<file path="src/hdl/cdpl_pkg.sv">
// ----------------------------------------------------------------------------
// cdpl_pkg: shared types and constants for the CD audio play-state core
// Item and result layouts, drive status and result codes, the decoded
// operation carried between the front and back parts, and address decoding.
// ----------------------------------------------------------------------------
package cdpl_pkg;

  localparam int FAD_W = 24;

  localparam logic [FAD_W-1:0] STANDBY_FAD     = FAD_W'(150);
  localparam logic [FAD_W-1:0] SESSION_END_RST = FAD_W'(549300);
  localparam logic [3:0]       REPEAT_FOREVER  = 4'd15;

  localparam int FRAMES_PER_SEC = 75;
  localparam int FRAMES_PER_MIN = 60 * FRAMES_PER_SEC;

  // Input modes.
  localparam logic [1:0] MODE_PLAY   = 2'd0;
  localparam logic [1:0] MODE_SEEK   = 2'd1;
  localparam logic [1:0] MODE_SECTOR = 2'd2;

  // Command parameter types.
  localparam logic [2:0] PT_LINEAR  = 3'd1;
  localparam logic [2:0] PT_MSF     = 3'd2;
  localparam logic [2:0] PT_STANDBY = 3'd3;
  localparam logic [2:0] PT_PAUSE   = 3'd4;
  localparam logic [2:0] PT_RESUME  = 3'd7;

  // Drive status.
  localparam logic [1:0] ST_STANDBY = 2'd0;
  localparam logic [1:0] ST_PLAYING = 2'd1;
  localparam logic [1:0] ST_PAUSED  = 2'd2;
  localparam logic [1:0] ST_ENDED   = 2'd3;

  // Result codes.
  localparam logic [1:0] RC_OK         = 2'd0;
  localparam logic [1:0] RC_BAD_TYPE   = 2'd1;
  localparam logic [1:0] RC_EMPTY      = 2'd2;
  localparam logic [1:0] RC_OUT_OF_RNG = 2'd3;

  typedef struct packed {
    logic [1:0]       mode;
    logic [2:0]       param_type;
    logic [FAD_W-1:0] first_address;
    logic [FAD_W-1:0] second_address;
    logic [3:0]       repeat_count;
    logic             read_ok;
  } in_item_t;

  typedef struct packed {
    logic [1:0]       drive_status;
    logic [3:0]       repeats_left;
    logic [FAD_W-1:0] position_fad;
    logic [FAD_W-1:0] range_start_fad;
    logic [FAD_W-1:0] range_end_fad;
    logic [FAD_W-1:0] sector_fad;
    logic [1:0]       result_code;
    logic             play_started;
  } out_item_t;

  typedef enum logic [3:0] {
    OP_NOP,
    OP_PLAY_RANGE,
    OP_PLAY_EMPTY,
    OP_RESUME,
    OP_BAD_TYPE,
    OP_SEEK_POS,
    OP_SEEK_STANDBY,
    OP_SEEK_PAUSE,
    OP_SECTOR
  } op_e;

  typedef struct packed {
    op_e              op;
    logic [FAD_W-1:0] start_fad;
    logic [FAD_W-1:0] end_fad;
    logic [3:0]       reps;
    logic             read_ok;
  } cmd_t;

  // Three address bytes, first most significant, as MSF or as a linear address.
  function automatic logic [FAD_W-1:0] decode_address(input logic [FAD_W-1:0] bytes,
                                                      input logic             msf);
    logic [FAD_W-1:0] b0;
    logic [FAD_W-1:0] b1;
    logic [FAD_W-1:0] b2;
    b0 = {{(FAD_W-8){1'b0}}, bytes[23:16]};
    b1 = {{(FAD_W-8){1'b0}}, bytes[15:8]};
    b2 = {{(FAD_W-8){1'b0}}, bytes[7:0]};
    if (msf) begin
      return b0 * FAD_W'(FRAMES_PER_MIN) + b1 * FAD_W'(FRAMES_PER_SEC) + b2;
    end
    return bytes;
  endfunction

endpackage

</file>
<file path="src/hdl/cdpl_front.sv">
// ----------------------------------------------------------------------------
// cdpl_front: command classifier
// Decodes the addresses of an incoming item, substitutes the session end
// for a zero end address and sorts the item into one back-end operation.
// ----------------------------------------------------------------------------
module cdpl_front (
  input  cdpl_pkg::in_item_t         item_i,
  input  logic [cdpl_pkg::FAD_W-1:0] session_end_i,
  output cdpl_pkg::cmd_t             cmd_o
);
  import cdpl_pkg::*;

  logic             msf;
  logic [FAD_W-1:0] start_fad;
  logic [FAD_W-1:0] end_raw;
  logic [FAD_W-1:0] end_fad;
  logic             linear_or_msf;

  assign msf           = (item_i.param_type == PT_MSF);
  assign linear_or_msf = (item_i.param_type == PT_LINEAR) || msf;
  assign start_fad     = decode_address(item_i.first_address, msf);
  assign end_raw       = decode_address(item_i.second_address, msf);
  assign end_fad       = (end_raw == '0) ? session_end_i : end_raw;

  always_comb begin
    cmd_o.op        = OP_NOP;
    cmd_o.start_fad = start_fad;
    cmd_o.end_fad   = end_fad;
    cmd_o.reps      = item_i.repeat_count;
    cmd_o.read_ok   = item_i.read_ok;
    unique case (item_i.mode)
      MODE_PLAY: begin
        if (linear_or_msf) begin
          cmd_o.op = (start_fad < end_fad) ? OP_PLAY_RANGE : OP_PLAY_EMPTY;
        end else if (item_i.param_type == PT_RESUME) begin
          cmd_o.op = OP_RESUME;
        end else begin
          cmd_o.op = OP_BAD_TYPE;
        end
      end
      MODE_SEEK: begin
        if (linear_or_msf) begin
          cmd_o.op = OP_SEEK_POS;
        end else if (item_i.param_type == PT_STANDBY) begin
          cmd_o.op = OP_SEEK_STANDBY;
        end else if (item_i.param_type == PT_PAUSE) begin
          cmd_o.op = OP_SEEK_PAUSE;
        end else begin
          cmd_o.op = OP_BAD_TYPE;
        end
      end
      MODE_SECTOR: cmd_o.op = OP_SECTOR;
      default:     cmd_o.op = OP_NOP;
    endcase
  end

endmodule

</file>
<file path="src/hdl/cdpl_queue.sv">
// ----------------------------------------------------------------------------
// cdpl_queue: two-entry command queue
// Decouples the classifier from the state machine so each side can stall
// on its own.
// ----------------------------------------------------------------------------
module cdpl_queue (
  input  logic           clk_i,
  input  logic           rst_ni,
  input  logic           push_i,
  input  cdpl_pkg::cmd_t push_data_i,
  input  logic           pop_i,
  output logic           full_o,
  output logic           valid_o,
  output cdpl_pkg::cmd_t head_o
);
  import cdpl_pkg::*;

  cmd_t       entry_q [2];
  logic       wr_ptr_q;
  logic       wr_ptr_d;
  logic       rd_ptr_q;
  logic       rd_ptr_d;
  logic [1:0] count_q;
  logic [1:0] count_d;

  assign full_o  = (count_q == 2'd2);
  assign valid_o = (count_q != 2'd0);
  assign head_o  = entry_q[rd_ptr_q];

  always_comb begin
    wr_ptr_d = push_i ? ~wr_ptr_q : wr_ptr_q;
    rd_ptr_d = pop_i ? ~rd_ptr_q : rd_ptr_q;
    count_d  = count_q + 2'(push_i) - 2'(pop_i);
  end

  always_ff @(posedge clk_i or negedge rst_ni) begin
    if (!rst_ni) begin
      wr_ptr_q <= 1'b0;
      rd_ptr_q <= 1'b0;
      count_q  <= 2'd0;
    end else begin
      wr_ptr_q <= wr_ptr_d;
      rd_ptr_q <= rd_ptr_d;
      count_q  <= count_d;
    end
  end

  always_ff @(posedge clk_i) begin
    if (push_i) begin
      entry_q[wr_ptr_q] <= push_data_i;
    end
  end

endmodule

</file>
<file path="src/hdl/cdpl_back.sv">
// ----------------------------------------------------------------------------
// cdpl_back: play-state executor
// Applies one queued operation per cycle to the drive state while the output
// is not stalled, and registers the result for the output channel.
// ----------------------------------------------------------------------------
module cdpl_back (
  input  logic                clk_i,
  input  logic                rst_ni,
  input  logic                cmd_valid_i,
  input  cdpl_pkg::cmd_t      cmd_i,
  output logic                cmd_pop_o,
  output logic                out_valid_o,
  input  logic                out_stall_i,
  output cdpl_pkg::out_item_t out_data_o
);
  import cdpl_pkg::*;

  logic [1:0]       status_q,   status_d;
  logic [3:0]       repeats_q,  repeats_d;
  logic [FAD_W-1:0] position_q, position_d;
  logic [FAD_W-1:0] start_q,    start_d;
  logic [FAD_W-1:0] end_q,      end_d;
  logic             out_valid_q;
  out_item_t        out_q;
  out_item_t        out_d;

  logic [FAD_W-1:0] pos_inc;
  logic             in_range;

  assign cmd_pop_o   = cmd_valid_i && (!out_valid_q || !out_stall_i);
  assign out_valid_o = out_valid_q;
  assign out_data_o  = out_q;

  assign pos_inc  = position_q + FAD_W'(1);
  assign in_range = (start_q < end_q) && (position_q >= start_q) && (position_q < end_q);

  always_comb begin
    logic [1:0] code;
    logic       started;
    logic [FAD_W-1:0] sector;
    status_d   = status_q;
    repeats_d  = repeats_q;
    position_d = position_q;
    start_d    = start_q;
    end_d      = end_q;
    code       = RC_OK;
    started    = 1'b0;
    sector     = '0;
    unique case (cmd_i.op)
      OP_PLAY_RANGE: begin
        position_d = cmd_i.start_fad;
        start_d    = cmd_i.start_fad;
        end_d      = cmd_i.end_fad;
        repeats_d  = cmd_i.reps;
        status_d   = ST_PLAYING;
        started    = 1'b1;
      end
      OP_PLAY_EMPTY: code = RC_EMPTY;
      OP_BAD_TYPE:   code = RC_BAD_TYPE;
      OP_RESUME: begin
        if (status_q == ST_PAUSED) begin
          status_d = (position_q > end_q) ? ST_ENDED : ST_PLAYING;
        end
      end
      OP_SEEK_POS: begin
        if (status_q == ST_PLAYING) begin
          status_d = ST_PAUSED;
        end
        position_d = cmd_i.start_fad;
        start_d    = cmd_i.start_fad;
      end
      OP_SEEK_PAUSE: begin
        if (status_q == ST_PLAYING) begin
          status_d = ST_PAUSED;
        end
      end
      OP_SEEK_STANDBY: begin
        position_d = STANDBY_FAD;
        start_d    = STANDBY_FAD;
        status_d   = ST_STANDBY;
      end
      OP_SECTOR: begin
        sector = position_q;
        if (status_q == ST_PLAYING) begin
          if (!cmd_i.read_ok) begin
            position_d = position_q - FAD_W'(1);
            status_d   = ST_ENDED;
          end else if (!in_range) begin
            code     = RC_OUT_OF_RNG;
            status_d = ST_ENDED;
          end else if (pos_inc < end_q) begin
            position_d = pos_inc;
          end else if (repeats_q == 4'd0) begin
            position_d = pos_inc;
            status_d   = ST_ENDED;
          end else begin
            // Wrap back to the range start for another pass.
            if (repeats_q != REPEAT_FOREVER) begin
              repeats_d = repeats_q - 4'd1;
            end
            position_d = start_q;
          end
        end
      end
      default: ;
    endcase
    out_d.drive_status    = status_d;
    out_d.repeats_left    = repeats_d;
    out_d.position_fad    = position_d;
    out_d.range_start_fad = start_d;
    out_d.range_end_fad   = end_d;
    out_d.sector_fad      = sector;
    out_d.result_code     = code;
    out_d.play_started    = started;
  end

  always_ff @(posedge clk_i or negedge rst_ni) begin
    if (!rst_ni) begin
      status_q    <= ST_STANDBY;
      repeats_q   <= 4'd0;
      position_q  <= STANDBY_FAD;
      start_q     <= STANDBY_FAD;
      end_q       <= '0;
      out_valid_q <= 1'b0;
    end else begin
      if (cmd_pop_o) begin
        status_q   <= status_d;
        repeats_q  <= repeats_d;
        position_q <= position_d;
        start_q    <= start_d;
        end_q      <= end_d;
      end
      if (cmd_pop_o) begin
        out_valid_q <= 1'b1;
      end else if (!out_stall_i) begin
        out_valid_q <= 1'b0;
      end
    end
  end

  always_ff @(posedge clk_i) begin
    if (cmd_pop_o) begin
      out_q <= out_d;
    end
  end

endmodule

</file>
<file path="src/hdl/cdda_drive_play_state_core.sv">
// ----------------------------------------------------------------------------
// cdda_drive_play_state_core: CD audio play-state core
// An accepted item is written into the command queue; its result is registered in the executor.
// Throughput: one item per cycle while the output is not stalled.
// The two-entry command queue absorbs output stalls before input stalls.
// Reset (rst_ni low, asynchronous): standby, position and start 150, end 0,
// no repeats, queue empty, session end back to 549300.
// ----------------------------------------------------------------------------
module cdda_drive_play_state_core (
  input  logic                         clk_i,
  input  logic                         rst_ni,
  input  logic                         in_valid_i,
  output logic                         in_stall_o,
  input  cdpl_pkg::in_item_t           in_data_i,
  output logic                         out_valid_o,
  input  logic                         out_stall_i,
  output cdpl_pkg::out_item_t          out_data_o,
  input  logic                         cfg_valid_i,
  output logic                         cfg_ready_o,
  input  logic [cdpl_pkg::FAD_W-1:0]   cfg_data_i
);
  import cdpl_pkg::*;

  logic [FAD_W-1:0] session_end_q;
  cmd_t             front_cmd;
  cmd_t             head_cmd;
  logic             queue_full;
  logic             queue_valid;
  logic             queue_pop;
  logic             in_accept;

  assign cfg_ready_o = 1'b1;
  assign in_stall_o  = queue_full;
  assign in_accept   = in_valid_i && !queue_full;

  always_ff @(posedge clk_i or negedge rst_ni) begin
    if (!rst_ni) begin
      session_end_q <= SESSION_END_RST;
    end else if (cfg_valid_i && cfg_ready_o) begin
      session_end_q <= cfg_data_i;
    end
  end

  cdpl_front u_front (
    .item_i        (in_data_i),
    .session_end_i (session_end_q),
    .cmd_o         (front_cmd)
  );

  cdpl_queue u_queue (
    .clk_i       (clk_i),
    .rst_ni      (rst_ni),
    .push_i      (in_accept),
    .push_data_i (front_cmd),
    .pop_i       (queue_pop),
    .full_o      (queue_full),
    .valid_o     (queue_valid),
    .head_o      (head_cmd)
  );

  cdpl_back u_back (
    .clk_i       (clk_i),
    .rst_ni      (rst_ni),
    .cmd_valid_i (queue_valid),
    .cmd_i       (head_cmd),
    .cmd_pop_o   (queue_pop),
    .out_valid_o (out_valid_o),
    .out_stall_i (out_stall_i),
    .out_data_o  (out_data_o)
  );

endmodule

</file>
<file path="config.mk">
export PLATFORM = sky130hd
export DESIGN_NAME = cdda_drive_play_state_core
export DESIGN_NICKNAME = d
export VERILOG_FILES = /design/src/hdl/cdpl_pkg.sv /design/src/hdl/cdpl_front.sv /design/src/hdl/cdpl_queue.sv /design/src/hdl/cdpl_back.sv /design/src/hdl/cdda_drive_play_state_core.sv
export SDC_FILE = /design/constraint.sdc
export NUM_CORES = 1
export LEC_CHECK = 0
export ABC_AREA = 1
export BUFFER_PORTS_ARGS = -buffer_cell sky130_fd_sc_hd__buf_2
export CELL_PAD_IN_SITES_DETAIL_PLACEMENT = 2
export CELL_PAD_IN_SITES_GLOBAL_PLACEMENT = 2
export CORE_ASPECT_RATIO = 0.9
export CORE_UTILIZATION = 38
export DETAILED_ROUTE_END_ITERATION = 6
export GPL_TIMING_DRIVEN = 0
export PLACE_DENSITY = 0.83
export SYNTH_ARGS = -nofsm -noshare
export SYNTH_HDL_FRONTEND = slang
export SYNTH_SLANG_ARGS = --single-unit
export TNS_END_PERCENT = 20
</file>
<file path="constraint.sdc">
create_clock -name clk_i -period 6.7 [get_ports clk_i]
set_clock_uncertainty 0.1 [all_clocks]
set_input_delay 0.67 -clock clk_i [delete_from_list [all_inputs] [get_ports clk_i]]
set_output_delay 0.67 -clock clk_i [all_outputs]
set_load 0.01 [all_outputs]
</file>
After elaboration in Yosys (flattened, before gate mapping)
Memory sizes are Yosys's and may differ from the RTL's.
Cells that the tools add are included.

word-level totals
  memories kept = 1
  bits in writable memories = 114
  bits in registers = 212
  bits of input ports = 87

operators by class
  magnitude comparators = 6
  mux-type cells = 46
  bitwise logic cells = 2
  reduce and logical (&&, ||, !) cells = 15
  eq/ne operators = 20
  add/sub/neg operators = 9
  $mul = 4

memories
  name             words  bits a word  read ports  clocked after memory_dff  write ports  line              RTL
  u_queue.entry_q  2      57           1           0                         1            cdpl_queue.sv:18  cmd_t entry_q [2];

operators with widths
  kind                   number
  $mux 24                11
  $lt 24x24->1           4
  $pmux 24 s3            1
  $add 24x8->24          2
  $pmux 24 s2            1
  $add 21x15->22         2
  $mul 8x11->19 const B  2
  $mux 4                 9
  $mul 8x7->15 const B   2
  $mux 2                 13
  $add 24x1->24 const B  1
  $ge 24x24->1           1
  $gt 24x24->1           1
  $logic_not 24->1       1
  $sub 24x1->24 const B  1
  $eq 4x3->1 const B     4
  $pmux 4 s3             1
  $pmux 2 s5             1
  $eq 4x2->1 const B     2
  $pmux 4 s2             1
  $eq 2x2->1 const B     3
  $eq 3x2->1 const B     2
  $eq 3x3->1 const B     2
  $mux 1                 6
  other kinds (19)       28

Longest topological paths before layout
Gate-level depths: netlist (run 1).

  depth in word-level cells = 11
  mapped depth = 49
  gate-level depth less buffers = 48

Cells and area by module
Synthesis (run 1) repeated with hierarchy kept, for this count alone.

second synthesis, totals
  cells, all modules = 3131
  area, all modules = 26032.5 um2

by module, submodules not included
  module                      cells each  times used  seq. area each (um2)  area each (um2)
  cdpl_back                   1586        1           5139.9                12487.0
  cdpl_front                  1116        1           0.0                   7721.2
  cdpl_queue                  323         1           3523.4                4820.9
  cdda_drive_play_state_core  106         1           610.6                 1003.5

Least setup slack after synthesis (run 1)
No wires, ideal clock.

  path kind = input to register
  start point = input in_data_i[26] (netlist bit)
  end point = memory u_queue.entry_q[0][54] (netlist bit), data pin
  stages = 45
  slack = -1.297 ns
  setup time = 0.260 ns
  arrival time = 7.637 ns
  buffers on the path = 1
  cells stage by stage = ha_1 -> ha_1 -> fa_1 -> inv_1 -> fa_1 -> inv_1 -> ha_1 -> xor2_1 -> ha_1 -> inv_1 -> fa_1 -> inv_1 -> fa_1 -> ha_1 -> nand2_1 -> inv_2 -> nand2_1 -> nand2_1 -> [9 not listed] -> nand2_1 -> nand3_1 -> o21ai_2 -> nor2_4 -> nand3_4 -> clkbuf_1 -> o21ai_0 -> inv_1 -> ha_1 -> a21oi_1 -> nor2_1 -> a211oi_1 -> o221a_2 -> nor2_1 -> a211oi_1 -> nand3_1 -> nand2_1 -> nand2_1

RTL lines
  item             line                              RTL
  start, declared  cdda_drive_play_state_core.sv:14  input cdpl_pkg::in_item_t in_data_i,
  end, declared    cdpl_queue.sv:18

==> out/results.txt, run 1 <==
In this run the mean area of a mapped cell was 8.34 um^2. The critical path in this run is classified as input pin to flop. The final count of pins violating max slew came out at 0. The synthesized-area fraction occupied by ao, oa, aoi and oai cells was 10.1%. The number of flops mapped to enable cells by yosys is 219, and the residual antenna-violating net count after detailed routing is 0. The run gives 3478 as the post-synthesis net count. Average wire length per cell after detail routing: 29.1 um. The capturing element type of the critical path was a flop. The XOR/XNOR share of the synthesized area was 2.33%; the total of buffers placed on input and output ports was 192.

Once detailed placement completed, the half-perimeter wirelength came to 79900 um. The number of synthesized register bits is 326. Hold is met by 190 ps.

Of all nets on the critical path, the largest fanout is 7. At the end of the flow the core is filled with cells to 46.5%. For the number of antenna violations at the first check in global routing, the log shows 4. The arrival time reported for the critical path endpoint came out at 9050 ps. After synthesis, the largest family of logic cells by area is simple AND/OR/NAND/NOR gates. The number of vias per cell after detailed routing was 5.77; the residual overflow from global routing was 0. The logs give 36.8% for the sequential element share of the synthesized area and 3797 for the total number of nets in the final design. The count of cells in the finished layout, fillers not included, comes to 4239. Across the VDD grid, the largest voltage drop is 0.420 mV. The CTS root buffer is clkbuf_16. In this run the static leakage power is 14.4 nW. Initial core utilization: 38.5%. Setup repair after global routing could not meet its margin everywhere.

The required time at the worst-slack endpoint was 6920 ps. Setup violations remaining at the end of the flow were counted as 54. Number of design-rule violations left by the first detailed-router iteration: 1658. Power comes to 18.8 mW. Yosys printed 0 warnings.

By instance count, the cell type seen most on the critical path is nand2_1. The run gives 0 as the final count of hold timing violations. The final critical path time including I/O delays and setup is 8830 ps. The path class of the tightest hold or removal check is input pin to flop.

The checks that failed: negative setup slack. In this run the core area contains 89 standard-cell rows. Cell count of the worst hold path: 1. The run finished, with violations left.

The post-synthesis instance area is 25200 um^2. Post-route clock period utilization: 132%. The delay of the slowest cell on the worst path is 550 ps. The post-synthesis async set-or-reset flop share is 32.8%.

For the number of cells produced by synthesis, the log shows 3027. The routed design has 123000 um of wire. The first TritonRoute pass finished after 5 iterations.

The tools report the CTS buffer count as 37. For this run, design rule violations remaining after detail routing come to 0. The congestion estimate from routability-driven global placement came to 0.916.

The clock latency of the later-clocked register in the worst-skew pair was 600 ps. TritonCTS built the clock tree. The first-pass GRT wire length came out at 166000 um. The floorplan die width is 274 um, and the maximum root-to-sink buffer count is 3. Clock-pin slew on the worst setup and hold paths: 70 ps. For this run, the top clock speed supported by timing is 113 MHz. The core area is 65600 um^2. The synthesized netlist devotes 21.3% of its cell area to simple gates. For this block, the via count after detailed routing is 24500. The worst setup path is launched from an input pin. The die covers 67400 um^2.

Synthesis instantiated 63 different standard cells from the library. For this design the top-level I/O count stands at 195. The number of sinks handled by clock tree synthesis came out at 326.

The aggregate global-route resource usage came out at 32.8%. Via count of the first global-routing pass: 26800. The run gives 0 as the reported max-cap violation count. Among all stages on the critical path, the largest delay is contributed by fa_1. The tools report the post-route worst setup slack as -2130 ps. The fraction of final layout cells sized beyond drive strength 1 was 20.4%. The multiplexer share of the synthesized area works out to 0.570%.

The tools report the post-placement cell count as 4087. The number of cell instances on the worst register-to-register path came out at 29. The height of the chip works out to 246 um. For this design the ratio of total power to cell area is 616 nW/um^2.

At the pin with the least slew margin, the transition time is 1300 ps. The pin count of the biggest net entering global routing is 70. In this run the number of H-tree levels came out at 2.

The commonest register cell after synthesis was edfxtp_1. The worst pin sits at a relative slew slack of 12.5%. Relative to the synthesized area, the layout overhead comes to 21.0%. Of the total synthesized cell area, the portion taken by full adders, half adders and majority gates is 19.8%.
[metrics by stage]
step / setup slack (ps) / cell area, um^2 / setup TNS (ps)
after global routing: -2120 / 30500 / -30310
after detailed placement: -2810 / 27500 / -66740
after floorplan: -932 / 25300 / -3530
after global placement: -2520 / 27400 / -68220
after CTS: -1100 / 29900 / -4380
final: -2130 / 30500 / -26290
[worst max-delay path: cells and delay by family]
family,cells,cell delay [ps]
and+or+nand+nor,21,3030
adders and majority gates,8,3080
AOI/OAI and AO/OA,5,1110
xor gates and xnor gates,1,200
buffers and inverters,7,910
[routing by layer]
metal	vias up	part of all wire, %	wire length [um]	track usage [%]
met4	4	7.0	8650	16.6
met3	452	4.6	5690	3.12
li1	10600	-	-	-
met1	12500	38	46900	37.7
met2	915	50	62000	60.1
met5	-	0.017	21	0
[final timing paths]
kind	from	endpoint	slack (ps)
max in group asynchronous	rst_ni	session_end_q[14]	5130
worst min-delay path	in_data_i[4]	u_queue.entry_q[0][4]	190
worst min register to register	u_back.out_valid_o	u_back.out_valid_o	400
worst max-delay path	in_data_i[24]	u_queue.entry_q[0][54]	-2130
worst max register to register	u_back.position_q[2]	u_back.repeats_q[0]	130
min in group asynchronous	rst_ni	u_back.position_q[18]	550
[logic make-up (layout without fill, tap and decap cells)]
group,after synthesis,after routing
AOI/OAI and AO/OA,462,462
xor gates and xnor gates,67,67
adders and majority gates,364,364
buffers and inverters,547,894
DFF,326,326
muxes,13,13
other,1,2
and+or+nand+nor,1247,1247
[cells in the final DEF (no fill, tap or decap), types with 13 or more instances in the layout]
cell type	Yosys	final
nor2_2	17	16
fa_1	60	58
o21ai_4	0	13
inv_1	441	420
o211ai_1	27	27
nand2_4	1	14
nor3_1	16	14
clkbuf_16	0	38
a31oi_1	26	26
ha_4	0	28
nand2_2	20	61
dfstp_2	16	16
nand3_2	15	25
o21ai_0	195	178
nand3_1	132	120
edfxtp_1	219	219
inv_2	13	34
or2_2	21	19
ha_1	304	272
dfrtp_1	91	91
buf_4	5	83
nand2_1	766	712
nand4_1	29	29
nor2_1	201	185
clkbuf_1	56	65
buf_6	5	15
nor2_4	5	22
a21oi_1	154	137
buf_2	6	188
xor2_1	45	38
o21ai_1	12	13
xnor2_1	22	17
[report_power, final]
group,switching [mW],leakage (nW),internal (mW),total (mW)
Sequential,0.450,3.47,3.12,3.57
Clock,0.992,0.555,1.15,2.14
Combinational,8.84,10.3,4.27,13.1
Total,10.3,14.4,8.54,18.8
[final cells by class]
cell class | instances | area [um^2]
tap | 864 | 1080
clock inverter | 19 | 188
timing repair buffer | 280 | 1780
inverter | 456 | 1730
antenna | 1 | 2.50
buffer | 91 | 603
clock buffer | 48 | 967
multi-input combinational | 2154 | 14900
fill | 7142 | 35100
sequential | 326 | 9270
[synth_stat cells, drive strengths merged (3+ instances only)]
cell / n / share of area (%)
nand2: 787 / 12
inv: 454 / 6.8
ha: 304 / 15
nor2: 223 / 3.6
edfxtp: 219 / 26
o21ai: 209 / 4.2
a21oi: 157 / 3.2
nand3: 148 / 3.3
dfrtp: 91 / 9.0
clkbuf: 67 / 1.4
fa: 60 / 4.8
xor2: 45 / 1.6
nand4: 29 / 0.72
o211ai: 27 / 0.80
a31oi: 26 / 0.64
xnor2: 22 / 0.76
buf: 21 / 0.57
or2: 21 / 0.52
nor3: 19 / 0.49
dfstp: 16 / 1.7
a211oi: 11 / 0.33
mux2: 11 / 0.49
nor4: 8 / 0.37
nand3b: 6 / 0.18
o21a: 5 / 0.15
a21boi: 4 / 0.12
o31ai: 4 / 0.12
a21o: 3 / 0.089
o221a: 3 / 0.13
o221ai: 3 / 0.10
o22ai: 3 / 0.074
[flip-flops by register name (all words and copies together) (netlist names), 4 cells and up]
register and cells:
u_back.end_q 24, u_back.start_q 24, session_end_q 24, u_back.repeats_q 4, u_queue.entry_q 114, u_back.position_q 24, u_back.out_data_o 105
[timing repair]
item                                    CTS  global route
setup buffers                            57            25
endpoints found under the setup margin   61            82
hold buffers                              1             0
endpoints found under the hold margin     2             0
cloned                                    1             0
pin swaps                                70            65
resized for setup                       180           103
Power figures use the tool's default switching activity.
==> inputs of run 2 (changes only) <==
--- a/config.mk
+++ b/config.mk
@@ -10,10 +10,11 @@
 export CELL_PAD_IN_SITES_DETAIL_PLACEMENT = 2
 export CELL_PAD_IN_SITES_GLOBAL_PLACEMENT = 2
 export CORE_ASPECT_RATIO = 0.9
-export CORE_UTILIZATION = 38
+export CORE_UTILIZATION = 41
+export CTS_BUF_LIST = sky130_fd_sc_hd__clkbuf_16
 export DETAILED_ROUTE_END_ITERATION = 6
 export GPL_TIMING_DRIVEN = 0
-export PLACE_DENSITY = 0.83
+export PLACE_DENSITY = 0.89
 export SYNTH_ARGS = -nofsm -noshare
 export SYNTH_HDL_FRONTEND = slang
 export SYNTH_SLANG_ARGS = --single-unit
==> constraint.sdc (replaced) <==
create_clock -name clk_i -period 11 [get_ports clk_i]
set_clock_uncertainty 0.1 [all_clocks]
set_input_delay 1.1 -clock clk_i [delete_from_list [all_inputs] [get_ports clk_i]]
set_output_delay 1.1 -clock clk_i [all_outputs]
set_load 0.01 [all_outputs]
==> run 2 against run 1 <==
Effect of this change:
- the flow now finishes without violations
- clock power decreased by 36%
- critical path depth increased by 4
- clock-buffer cell count decreased by 11
- total power decreased by 46%
- first-iteration DRC count decreased by 6.2%
- sequential power decreased by 39%
- sequential share of layout area increased by 2.1 points
- final cell count decreased by 3.9%
- largest power group unchanged
==> out/results.txt, run 2 (synthesis gave the netlist of run 1 again) <==
The post-route worst setup slack was 324 ps (+2450 ps); the measured slew at the worst slew-check pin was 1120 ps (-175 ps). The run gives 0 (-100%) as the number of instances resized during post-cts repair. The run gives 27300 um^2 (-0.72%) as the post-place instance area. The total number of nets in the final design was 3713 (-2.2%); the minimum setup slack after placement was 445 ps (+3250 ps).

Leaving out fill and tap cells, the most frequent cell in the layout is nand2_1. The height of the chip was 237 um (-3.7%). The average wire length per cell after detail routing is 28.4 um (-2.3%), and the aggregate global-route resource usage is 37.0% (+4.2 points). The number of flip-flops in the largest register is 114 (unchanged). For the final non-filler cell total, the log shows 4073 (-3.9%). TritonCTS built the clock tree. The core area is 60300 um^2 (-8.1%), and the cell area power density is 358 nW/um^2 (-42%). The maximum fanout count along the critical path came out at 10 (+3).

The flow ran to the end, and the final reports show no timing, DRC or antenna violations. The number of cell instances on the worst register-to-register path is 32 (+10%). The pin count of the biggest net entering global routing is 64 (-8.6%), and the count of boundary I/O pins is 195 (unchanged). The endpoint of the most critical register-to-register path was u_back.position_q[0].

The DRC violations left was 0 (unchanged). The logs give 590 ps (about the same) for the clock latency of the later-clocked register in the worst-skew pair and 2 (unchanged) for the number of levels the H-tree was split into. The area of the die is 62500 um^2 (-7.3%), and the number of design-rule violations left by the first detailed-router iteration is 1555 (-6.2%).

The delay of the slowest cell on the worst path was 850 ps (+300 ps). The CTS root buffer was clkbuf_16. For this design, the slowest cell found on the critical path is o21ai_0. For the final-layout fill cell count, the log shows 6767 (-5.3%). The number of sinks handled by clock tree synthesis was 326 (unchanged); the arrival time reported for the critical path endpoint was 10890 ps (+1840 ps). The end-of-flow core utilization came out at 47.3% (+0.80 points). The final routed wirelength across all metal layers was 116000 um (-6.1%); the first-pass GRT wire length was 174000 um (+4.4%). The clock-pin slew on the worst setup and hold paths is 70 ps (about the same). The required time at the worst-slack endpoint was 11220 ps (+4300 ps).

The total setup buffers inserted after CTS came out at 0 (-100%). The tools report the total vias in the final route as 24100 (-1.4%). The floorplan die width was 263 um (-3.7%).

The library cells used most frequently in the layout, excluding fill and tap cells, are nand2_1, inv_1, ha_1, edfxtp_1, nor2_1. The count of inserted antenna diode cells was 0 (-1). The startpoint identified for the worst register-to-register timing path is u_back.position_q[2]. For the normalized max-slew margin, the log shows 24.0% (+12 points). The number of hold-repair buffers added at the cts stage came out at 0 (-1). The final count of pins violating max slew was 0 (unchanged). The startpoint-to-endpoint class of the critical path is input pin to flop.

The tools report the final non-filler cell area as 28600 um^2 (-6.5%). The smallest clock period supported by the final layout is computed as 10680 ps. Counting flops per register, the top entry is u_queue.entry_q. The kind of path behind the tightest hold check was input pin to asynchronous set/reset pin. For the static power due to leakage, the log shows 13.8 nW (-3.8%). Counting stages on the worst path, the most repeated cell is nand2_1.

The highest ir drop seen on vdd was 0.144 mV (-66%). The worst setup path endpoint was u_queue.entry_q[0][54]. The final count of hold timing violations is 0 (unchanged).

Setup repair after global routing left no endpoint under its margin. The via count of the first global-routing pass is 27300 (+2.1%), and the half-perimeter wire length after placement is 84100 um (+5.2%). Post-placement cell count: 4006 (-2.0%). The initial core utilization came out at 41.8% (+3.4 points).

The number of vias per cell after detailed routing was 5.93 (+2.7%); the fraction of final layout cells sized beyond drive strength 1 was 12.8% (-7.6 points). The number of rows in the core area was 85 (-4.5%). Reported max-cap violation count: 0 (unchanged).

The residual overflow from global routing was 0 (unchanged); the post-route clock period utilization was 97.1%. The CTS buffer count is 37 (unchanged). The final estimated routing congestion in global placement was 0.920 (+0.51%). In this run the worst setup path begins at in_data_i[28].

The internal reg-to-reg setup slack is 3960 ps (+3830 ps). The residual antenna-violating net count after detailed routing came out at 0 (unchanged). The total of buffers placed on input and output ports came out at 192 (unchanged). The run gives 5 (unchanged) as the number of iterations in the first detailed-routing pass. The logs give 0 (-100%) for the count of final setup violators and 0 ps (+26290 ps) for the sum of negative setup slack. STA classifies the critical path startpoint as an input pin. The maximum root-to-sink buffer count is 3 (unchanged). The worst setup path is captured at a flop. The area growth from synthesis to layout is 13.2%. The number of antenna violations at the first check in global routing came out at 3 (-1). Based on the critical path, the design can be clocked at up to 93.7 MHz.
run 2: per-layer routing:
metal,wire (um),global-route usage [%]
met5,15,0
met4,7470,22.0
met3,5910,5.52
met2,58100,66.3
met1,44100,41.6
run 2: per-stage QoR:
step	hold slack (ps)	total power, mW
finish	384	10.2
global route	400	10.8
CTS	389	10.1
detailed placement	378	8.42
global placement	370	7.82
floorplan	355	6.12
run 2: worst min-delay path by stage:
stage / slack, ps / end / cells after the start / startpoint
final: 380 / u_back.position_q[10] / 1 / rst_ni
after global routing: 400 / u_back.position_q[10] / 1 / rst_ni
after detailed placement: 380 / session_end_q[2] / 2 / session_end_q[2]
after floorplan: 350 / session_end_q[2] / 2 / session_end_q[2]
after global placement: 370 / session_end_q[2] / 2 / session_end_q[2]
after CTS: 390 / u_back.position_q[10] / 1 / rst_ni
run 2: report_power, final:
part,switching (mW),internal (mW),total [mW]
combinational,4.72,1.95,6.68
sequential,0.278,1.90,2.18
clock,0.591,0.783,1.37
run 2: worst max-delay path, delay by kind of cell:
family / cells / cell delay (ps)
AO/OA/AOI/OAI: 6 / 2110
XOR/XNOR: 1 / 180
adder cells (fa/ha/maj): 9 / 3810
buffers and inverters: 8 / 970
AND/OR/NAND/NOR: 22 / 2670
run 2: final cells by class:
cell class | count | area, um^2 | area share (%)
plain buffers | 91 | 582 | 2.04
clock buffers | 37 | 926 | 3.24
clock inverters | 30 | 333 | 1.17
inverters | 456 | 1710 | 6.00
multi-input cells | 2154 | 13700 | 47.9
flip-flops and latches | 326 | 9270 | 32.5
well taps | 783 | 980 | 3.43
repair buffers | 196 | 1060 | 3.72
==> inputs of run 3 (changes only) <==
--- a/config.mk
+++ b/config.mk
@@ -7,6 +7,7 @@
 export LEC_CHECK = 0
 export ABC_AREA = 1
 export BUFFER_PORTS_ARGS = -buffer_cell sky130_fd_sc_hd__buf_2
+export CAP_MARGIN = 20
 export CELL_PAD_IN_SITES_DETAIL_PLACEMENT = 2
 export CELL_PAD_IN_SITES_GLOBAL_PLACEMENT = 2
 export CORE_ASPECT_RATIO = 0.9
@@ -14,7 +15,7 @@
 export CTS_BUF_LIST = sky130_fd_sc_hd__clkbuf_16
 export DETAILED_ROUTE_END_ITERATION = 6
 export GPL_TIMING_DRIVEN = 0
-export PLACE_DENSITY = 0.89
+export PLACE_DENSITY = 0.91
 export SYNTH_ARGS = -nofsm -noshare
 export SYNTH_HDL_FRONTEND = slang
 export SYNTH_SLANG_ARGS = --single-unit
==> run 3 against run 2 <==
Effect of this change:
- the run now ends with design-rule violations left
- die area is the same
- global-route usage up 3.0 points
- clock-buffer cell count rose by 2
- highest routed layer unchanged
- first-iteration DRC count rose by 29%
- final cell count rose by 0.20%
==> out/results.txt, run 3 (synthesis gave the netlist of run 1 again) <==
Internal reg-to-reg setup slack: 3960 ps (about the same). The startpoint identified for the worst register-to-register timing path is u_back.position_q[2]. The total setup buffers inserted after CTS is 0 (unchanged).

In the layout the commonest cells are nand2_1, inv_1, ha_1, edfxtp_1, nor2_1. STA classifies the critical path endpoint as a flop. The setup path with the least slack is of type input pin to flop. The delay of the slowest cell on the worst path came out at 800 ps (-50 ps).

Total number of nets in the final design: 3716 (+0.081%). The post-route clock period utilization was 96.3% (-0.77 points); the CTS buffer count was 39 (+5.4%). The static power due to leakage was 13.8 nW (about the same). The DRC violations left was 2 (+2). The tree is rooted in a clkbuf_16. The sum of negative setup slack is 0 ps (unchanged), and the fraction of final layout cells sized beyond drive strength 1 is 12.7% (-0.14 points).

For the number of rows in the core area, the log shows 85 (unchanged). The number of sinks handled by clock tree synthesis was 326 (unchanged); the half-perimeter wire length after placement was 86900 um (+3.4%). The residual antenna-violating net count after detailed routing is 0 (unchanged), and the post-route worst setup slack is 409 ps (+84.4 ps). The core area is 60300 um^2 (unchanged), and the number of vias per cell after detailed routing is 6.11 (+3.0%). Minimum setup slack after placement: 297 ps (-148 ps). Ranked by flip-flop count, first place goes to u_queue.entry_q. The count of final setup violators was 0 (unchanged). Kind of path behind the tightest hold check: input pin to asynchronous set/reset pin. The number of levels the H-tree was split into came out at 2 (unchanged).

The number of flip-flops in the largest register was 114 (unchanged). The maximum fanout count along the critical path came out at 10 (unchanged). The normalized max-slew margin was 21.9% (-2.1 points); the clock latency of the later-clocked register in the worst-skew pair was 610 ps (+20 ps). The maximum root-to-sink buffer count came out at 3 (unchanged). STA classifies the critical path startpoint as an input pin. Final-layout fill cell count: 6762 (-0.074%).

For the post-placement cell count, the log shows 4006 (unchanged). The growth of design area from synthesis to finish was 13.0%; the aggregate global-route resource usage was 40.0% (+3.0 points). Highest ir drop seen on vdd: 0.130 mV (-9.9%). The height of the chip works out to 237 um (unchanged). The final non-filler cell total was 4081 (+0.20%).

The final critical path time including I/O delays and setup was 10590 ps (-84.4 ps); the arrival time reported for the critical path endpoint was 10840 ps (-50 ps). The pin count of the biggest net entering global routing came out at 64 (unchanged). The number of design-rule violations left by the first detailed-router iteration is 2000 (+29%). The library cell used most frequently in the layout, excluding fill and tap cells, is nand2_1. The number of cell instances on the worst register-to-register path works out to 29 (-9.4%). The run gives 0 (unchanged) as the final count of hold timing violations. The total vias in the final route came out at 24900 (+3.3%). The number of iterations in the first detailed-routing pass is 7 (+2). The critical path starts at in_data_i[28].

The slowest stage of the critical path belongs to the cell o21ai_0. The measured slew at the worst slew-check pin is 1170 ps (+47.8 ps). The number of hold-repair buffers added at the cts stage came out at 0 (unchanged). The reported max-cap violation count was 0 (unchanged); the achievable frequency was 94.4 MHz (+0.80%).

The final count of pins violating max slew was 0 (unchanged). The endpoint identified for the worst register-to-register timing path is u_back.repeats_q[0]. The final routed wirelength across all metal layers is 125000 um (+8.4%), and the number of antenna violations at the first check in global routing is 10 (+7). The total of buffers placed on input and output ports is 192 (unchanged). The checks that failed: design-rule violations.

Setup repair after global routing left no endpoint under its margin. Area of the die: 62500 um^2 (unchanged). The flow ran to the end, but the final reports show violations. The final estimated routing congestion in global placement was 0.904 (-1.8%). The cell that appears most often on the critical path is nand2_1. The number of instances resized during post-cts repair was 0 (unchanged); the initial core utilization was 41.8% (unchanged). The cell area power density works out to 367 nW/um^2 (+2.5%). The logs give 11250 ps (+30 ps) for the required time at the worst-slack endpoint and 187000 um (+7.5%) for the first-pass GRT wire length. The critical path ends at u_queue.entry_q[1][53]. TritonCTS built the clock tree. The floorplan die width was 263 um (unchanged); the average wire length per cell after detail routing was 30.7 um (+8.2%). Residual overflow from global routing: 0 (unchanged).

The run gives 28800 (+5.4%) as the via count of the first global-routing pass. The clock-pin slew on the worst setup and hold paths was 70 ps (about the same); the count of boundary I/O pins was 195 (unchanged).
run 3: metal layers:
metal | share of wire, % | GRT usage, %
met5 | 0.072 | 0
met4 | 7.6 | 27.9
met3 | 6.3 | 7.89
met2 | 50 | 71.3
met1 | 36 | 42.6
run 3: how the worst min path moves through the flow:
stage,from,end,cells past startpoint,slack [ps]
finish,rst_ni,u_back.position_q[12],1,380
global route,rst_ni,u_back.position_q[11],1,410
CTS,rst_ni,u_back.start_q[20],1,420
detailed placement,session_end_q[4],session_end_q[4],2,410
global placement,session_end_q[2],session_end_q[2],2,370
floorplan,session_end_q[2],session_end_q[2],2,350
run 3: metrics by stage:
stage,hold slack (ps),utilization (%),total power [mW],cell area [um^2]
floorplan,355,-,6.12,25200
global placement,369,45.1,7.81,27200
detailed placement,410,45.3,8.51,27300
CTS,424,47.3,10.3,28500
global route,411,47.3,10.9,28500
finish,381,47.3,10.5,28500
run 3: where the power goes:
part	total [mW]	switching (mW)	internal [mW]
combinational	6.96	4.99	1.97
clock	1.32	0.619	0.699
sequential	2.20	0.294	1.90
run 3: cell type report:
class                   instances  area (um^2)  share of cell area, %
clock inverters                33          235                  0.825
clock buffers                  39          976                   3.42
diodes                          2         5.00                 0.0176
inverters                     456         1710                   6.00
multi-input cells            2154        13700                   48.0
plain buffers                  91          582                   2.04
repair buffers                197         1070                   3.74
flip-flops and latches        326         9270                   32.5
well taps                     783          980                   3.44
run 3: worst max-delay path, delay by kind of cell:
family / cells / cell delay [ps]
adders and majority gates: 9 / 3820
AOI/OAI and AO/OA: 3 / 1160
buffers and inverters: 8 / 1030
xor gates and xnor gates: 1 / 150
and+or+nand+nor: 25 / 3530
